File: src/rtl/mccb_pkg.sv
package mccb_pkg;

  // Input command codes
  localparam logic [1:0] CMD_PARAM   = 2'd0;
  localparam logic [1:0] CMD_RETX    = 2'd1;
  localparam logic [1:0] CMD_CLEAR   = 2'd2;

  // Controllers covered by one retransmit mask group
  localparam int         GROUP_W     = 7;
  localparam logic [2:0] GROUP_LAST  = 3'(GROUP_W - 1);

  // Largest seven-bit controller value
  localparam logic [6:0] CC_MAX      = 7'd127;

  // Kind of work the sequencer is doing for the current item
  typedef enum logic [1:0] {
    OP_SWITCH = 2'd0,
    OP_RETX   = 2'd1,
    OP_CLEAR  = 2'd2,
    OP_WRITE  = 2'd3
  } op_t;

  // One candidate result handed to the output stage
  typedef struct packed {
    logic       vld;
    logic [3:0] channel;
    logic [5:0] controller;
    logic [6:0] value;
  } cand_t;

  // Quantize a 1.16 fraction to 0..127: floor(v * 128 / 65536), saturated
  function automatic logic [6:0] quant_cc(input logic [16:0] v);
    logic [6:0] q;
    if (v[16]) begin
      q = CC_MAX;
    end else begin
      q = v[15:9];
    end
    return q;
  endfunction

endpackage

File: src/rtl/mccb_emit.sv
module mccb_emit (
  input  logic            clk,
  input  logic            rst_n,
  input  mccb_pkg::cand_t cand,
  input  logic            flush,
  input  logic [15:0]     ts,
  output logic            out_valid,
  output logic [3:0]      out_channel,
  output logic [5:0]      out_controller,
  output logic [6:0]      out_cc_value,
  output logic [15:0]     out_sample_offset,
  output logic            out_last
);

  import mccb_pkg::*;

  logic        pend_vld_r;
  logic        pend_vld_nxt;
  cand_t       pend_r;
  logic        out_valid_r;
  logic        out_valid_nxt;
  logic [3:0]  out_channel_r;
  logic [5:0]  out_controller_r;
  logic [6:0]  out_cc_value_r;
  logic [15:0] out_sample_offset_r;
  logic        out_last_r;

  // Hold one result back so the final beat of an item can carry last
  always_comb begin
    out_valid_nxt = pend_vld_r && (cand.vld || flush);
    pend_vld_nxt  = pend_vld_r;
    if (cand.vld) begin
      pend_vld_nxt = 1'b1;
    end else if (flush) begin
      pend_vld_nxt = 1'b0;
    end
  end

  always_ff @(posedge clk) begin
    if (!rst_n) begin
      pend_vld_r  <= 1'b0;
      out_valid_r <= 1'b0;
    end else begin
      pend_vld_r  <= pend_vld_nxt;
      out_valid_r <= out_valid_nxt;
    end
  end

  // Advance payload into the pending slot and out to the ports
  always_ff @(posedge clk) begin
    if (cand.vld) begin
      pend_r <= cand;
    end
    if (out_valid_nxt) begin
      out_channel_r       <= pend_r.channel;
      out_controller_r    <= pend_r.controller;
      out_cc_value_r      <= pend_r.value;
      out_sample_offset_r <= ts;
      out_last_r          <= flush;
    end
  end

  assign out_valid         = out_valid_r;
  assign out_channel       = out_channel_r;
  assign out_controller    = out_controller_r;
  assign out_cc_value      = out_cc_value_r;
  assign out_sample_offset = out_sample_offset_r;
  assign out_last          = out_last_r;

endmodule

File: config.mk
export PLATFORM = sky130hd
export DESIGN_NAME = mccb_emit
export DESIGN_NICKNAME = d
export VERILOG_FILES = /design/src/rtl/mccb_pkg.sv /design/src/rtl/mccb_emit.sv
export SDC_FILE = /design/constraint.sdc
export NUM_CORES = 1
export LEC_CHECK = 0
export ABC_AREA = 1
export BUFFER_PORTS_ARGS = -buffer_cell sky130_fd_sc_hd__buf_2
export CAP_MARGIN = 30
export CORE_ASPECT_RATIO = 1.4
export CORE_UTILIZATION = 45
export DETAILED_ROUTE_END_ITERATION = 8
export GPL_TIMING_DRIVEN = 0
export PLACE_DENSITY = 0.89
export SYNTH_ARGS = -nofsm -noshare
export SYNTH_HDL_FRONTEND = slang
export SYNTH_SLANG_ARGS = --single-unit
File: constraint.sdc
create_clock -name clk -period 3.2 [get_ports clk]
set_input_delay 0.48 -clock clk [delete_from_list [all_inputs] [get_ports clk]]
set_output_delay 0.48 -clock clk [all_outputs]
set_load 0.05 [all_outputs]
* Word level (Yosys, flattened, before mapping)
Index checks and enable logic that the tools add are counted.
** Storage, ports and cells
- Flip-flop bits (word level) :: 53
- Latch bits :: 0
- Bits in writable memories :: 0
- Memory bits (read-only) :: 0
- Input port bits :: 37
- Output and inout bits :: 35
- Logic and storage cells :: 15
- Memories kept :: 0
** Cells by class
- Add/sub/neg operators :: 0
- Multiply operators :: 0
- Divide/modulo/power cells :: 0
- Magnitude comparators :: 0
- Equality and inequality tests :: 0
- Shifts and indexed selects :: 0
- Mux-type cells :: 2
- Bitwise logic cells :: 0
- Reduce and logical (&&, ||, !) cells :: 3
** Operators by type and width (count)
- 2-to-1 mux 1 bit :: 2
- nonzero test 2 bit :: 1
- logical AND 1 bit :: 1
- logical OR 1 bit :: 1

* Depth between registers and ports, before layout
- Word-level depth :: 2
- Gate-level depth with buffers :: 3
- Depth with buffers taken out :: 3

* Worst setup path before layout
No wires, ideal clock.
- Kind :: input -> register
- Start :: input port cand[17] in the netlist's numbering
- End :: register out_cc_value_r[0] (netlist: out_cc_value[0]), enable pin
- Library setup time :: 0.426 ns
- Data arrival time :: 1.975 ns
- Required time :: 2.774 ns
- Path slack :: 0.799 ns
- Cell stages on the path :: 2
- Buffers on the path :: 0
- Cell sequence :: nor2_1 -> nor2_1
** Between the ends
- Cells in the longest elaborated chain, start to end :: 2
** RTL lines
- start: declaration :: RTL line mccb_emit.sv:4 : input mccb_pkg::cand_t cand,
- logical OR 1 bit :: RTL line mccb_emit.sv:30 : out_valid_nxt = pend_vld_r && (cand.vld || flush);
- logical AND 1 bit :: RTL line mccb_emit.sv:30
- net out_valid_nxt :: RTL line mccb_emit.sv:21 : logic out_valid_nxt;
- end signal: assignment :: RTL line mccb_emit.sv:57 : out_cc_value_r <= pend_r.value;
- end: declaration :: RTL line mccb_emit.sv:24 : logic [6:0] out_cc_value_r;
The timed path passes the listed nets, and every way through them passes these cells.
A chain may end at the register's enable or synchronous reset.

* Worst setup path after layout
- Start :: input port cand[17] in the netlist's numbering
- End :: register out_sample_offset_r[8] (netlist: out_sample_offset[8]), enable pin
** Between the ends
- Cells in the longest elaborated chain, start to end :: 2
** RTL lines
- logical OR 1 bit :: RTL line mccb_emit.sv:30
- logical AND 1 bit :: RTL line mccb_emit.sv:30
- net out_valid_nxt :: RTL line mccb_emit.sv:21
- end signal: assignment :: RTL line mccb_emit.sv:58 : out_sample_offset_r <= ts;
- end: declaration :: RTL line mccb_emit.sv:25 : logic [15:0] out_sample_offset_r;
The timed path passes the listed nets, and every way through them passes these cells.

==> metrics.cfg <==
[routing]
drt_iter0_markers = 5
drc = 0
first_pass_iters = 4
wl_per_cell_um = 12.6
drt-total-wl_um = 2280
ant_nets = 0
via_count = 820
viasPerCell = 4.53

[pwr]
p_leak_uw = 0.000855
pwr-share-clk_pct = 27.3
p_int_uw = 994
p_comb_share_pct = 10.0
switchingPower_uw = 312
ir_drop_mv = 0.466
pwr-share-seq_pct = 62.6
p_sw_share_pct = 23.9
p_per_area_mw_per_mm2 = 617

[clocking]
cts_tree = built
clk_latency_ns = 0.30
cts_root_buf = clkbuf_8
post_cts_buffers = 0
holdBufCountCts = 0
numCtsBuffers = 5
clockBufferDepth = 2
clock_sinks = 53
h-tree-depth = 2
postCtsResizedCells = 0
clkTransAtPathRegs_ns = 0.09

[worst_setup_path]
rr_endpoint = out_sample_offset[8]
regToRegSetupSlack_ns = 1.66
cp_max_fo = 34
rr_worst_depth = 2
critPathLaunchType = input port
cp-end-kind = flip-flop
reg2reg_from = pend_vld_r
cp.required_ns = 3.12
worstPathArrival_ns = 1.68
crit_type = in2reg

[cells_and_area]
syn_to_final_growth_pct = 31.2
nNetsFinal = 177
antenna_cells = 0
drive_above_1_share_pct = 56.7

[synthesis]
yosysTopAreaCellShare_pct = 95.0
syn-cell-area_mm2 = 0.00161
synth-seq-cells = 53
synthCells = 62
synth_cell_type_count = 7
yosys.area.top_type = edfxtp_1
yosysWarnings = 0
ys_seq_area_share_pct = 97.4
synth_nets = 99
synth.avg_cell_area_um2 = 26.0
synth_area_leaders = edfxtp_1, dfxtp_1, inv_1

[worst_hold_path]
whs_endpoint = pend_r[8]
whs_path_depth = 1
hold_start = cand[8]
hold_class = in2reg

[timing]
hold_ws_ns = 0.346
rsz0062_at_grt = no
finalMaxSlewViolations = 0
setup_violations = 0
max_slew_margin_pct = 41.4
max_freq_mhz = 570
final_hold_viol_count = 0
tightest_slew_ns = 0.878
finClkSkew_ns = 0.0107
fin_crit_sh_pct = 54.8
period_minus_slack_ns = 1.75
setup_slack_ns = 1.45

[grt]
grt_pass1_wl_um = 3410
grt_util_all_layers_pct = 13.3
use_met2_pct = 24.8
grt_use_met3_pct = 5.42
antenna_found_initial = 0
gr-max-usage-layer = met2
grt_pass1_vias = 827
gr-total-overflow = 0
grt_max_degree = 35
grt_use_met1_pct = 11.2

[die]
start_util_pct = 47.3
die_area_mm2 = 0.00383
core_area_mm2 = 0.00341
row_count = 25
dieWidth_um = 52.6
die_h_um = 72.8
io_pins = 72

[run]
cap_violations = 0

[placed_design]
dpl.hpwl_um = 1760
numPortBuffers = 71
place_ws_ns = 1.09
place_congestion = 0.690

[run_status]
status = completed

==> critical path, cell delays in order <==
cell and delay [ns]:
buf_2 0.32, nor2_1 0.17, nor2_4 0.69
==> worst max path at each step <==
stage                   from                    end  slack, ns  cells past startpoint
finish              cand[17]   out_sample_offset[8]       1.45                      3
global route        cand[17]   out_sample_offset[9]       1.30                      3
CTS                 cand[17]         out_channel[0]       1.42                      3
detailed placement  cand[17]         out_channel[0]       1.09                      3
global placement    cand[17]  out_sample_offset[12]      -0.01                      3
floorplan           cand[17]        out_cc_value[0]       0.80                      2
==> metrics by stage <==
stage	TNS, ns	cell area (um2)	util [%]	std cells	total power, uW
after detailed placement	0	2030	59.4	173	967
after global routing	0	2120	62.1	181	1350
after floorplan	0	1610	-	62	917
after global placement	-0.372	2020	59.2	173	961
final	0	2120	62.1	181	1310
after CTS	0	2120	62.1	181	1320
==> power groups by stage <==
stage                     clock [uW]  sequential (uW)  combinational, uW
final                            357              818                131
after global placement             0              833                128
after detailed placement           0              834                133
after CTS                        369              818                133
after global routing             394              822                138
after floorplan                    0              906               10.2
==> cells in the mapped netlist <==
| cell | count |
|---|---|
| a21oi_1 | 1 |
| nand2_1 | 1 |
| inv_1 | 4 |
| nor3_2 | 1 |
| nor2_1 | 2 |
| edfxtp_1 | 51 |
| dfxtp_1 | 2 |
==> cell type report <==
class / count / area (um2)
Clock buffer: 5 / 68.8
Timing Repair Buffer: 71 / 355
Multi-Input combinational cell: 5 / 33.8
Inverter: 4 / 15.0
Tap cell: 40 / 50.0
Sequential cell: 53 / 1570
Clock inverter: 3 / 21.3
Fill cell: 267 / 1290
==> cell usage in the layout, fill, tap and decap left out, drive strengths merged <==
cell and instances:
nor3 1, dfxtp 2, clkbuf 5, nand2 1, clkinv 2, buf 71, nor2 2, a21oi 1
inv 5, edfxtp 51
==> cell families after synthesis <==
| logic type | Yosys count | synth area share (%) |
|---|---|---|
| and+or+nand+nor | 4 | 1.32 |
| AOI/OAI and AO/OA | 1 | 0.310 |
| DFF | 53 | 97.4 |
| buffers and inverters | 4 | 0.931 |
==> sequential cells by signal (all words and copies together) (netlist names) <==
signal             cells
pend_vld_r             1
out_controller         6
out_channel            4
pend_r                17
out_valid              1
out_last               1
out_sample_offset     16
out_cc_value           7
==> layer usage <==
layer / vias to the layer above / wire [um] / part of all wire [%]
li1: 390 / - / -
met1: 374 / 739 / 32
met2: 51 / 1260 / 55
met3: 5 / 230 / 10
met4: 0 / 44 / 1.9
met5: - / 0 / 0
Power figures use the tool's default switching activity.
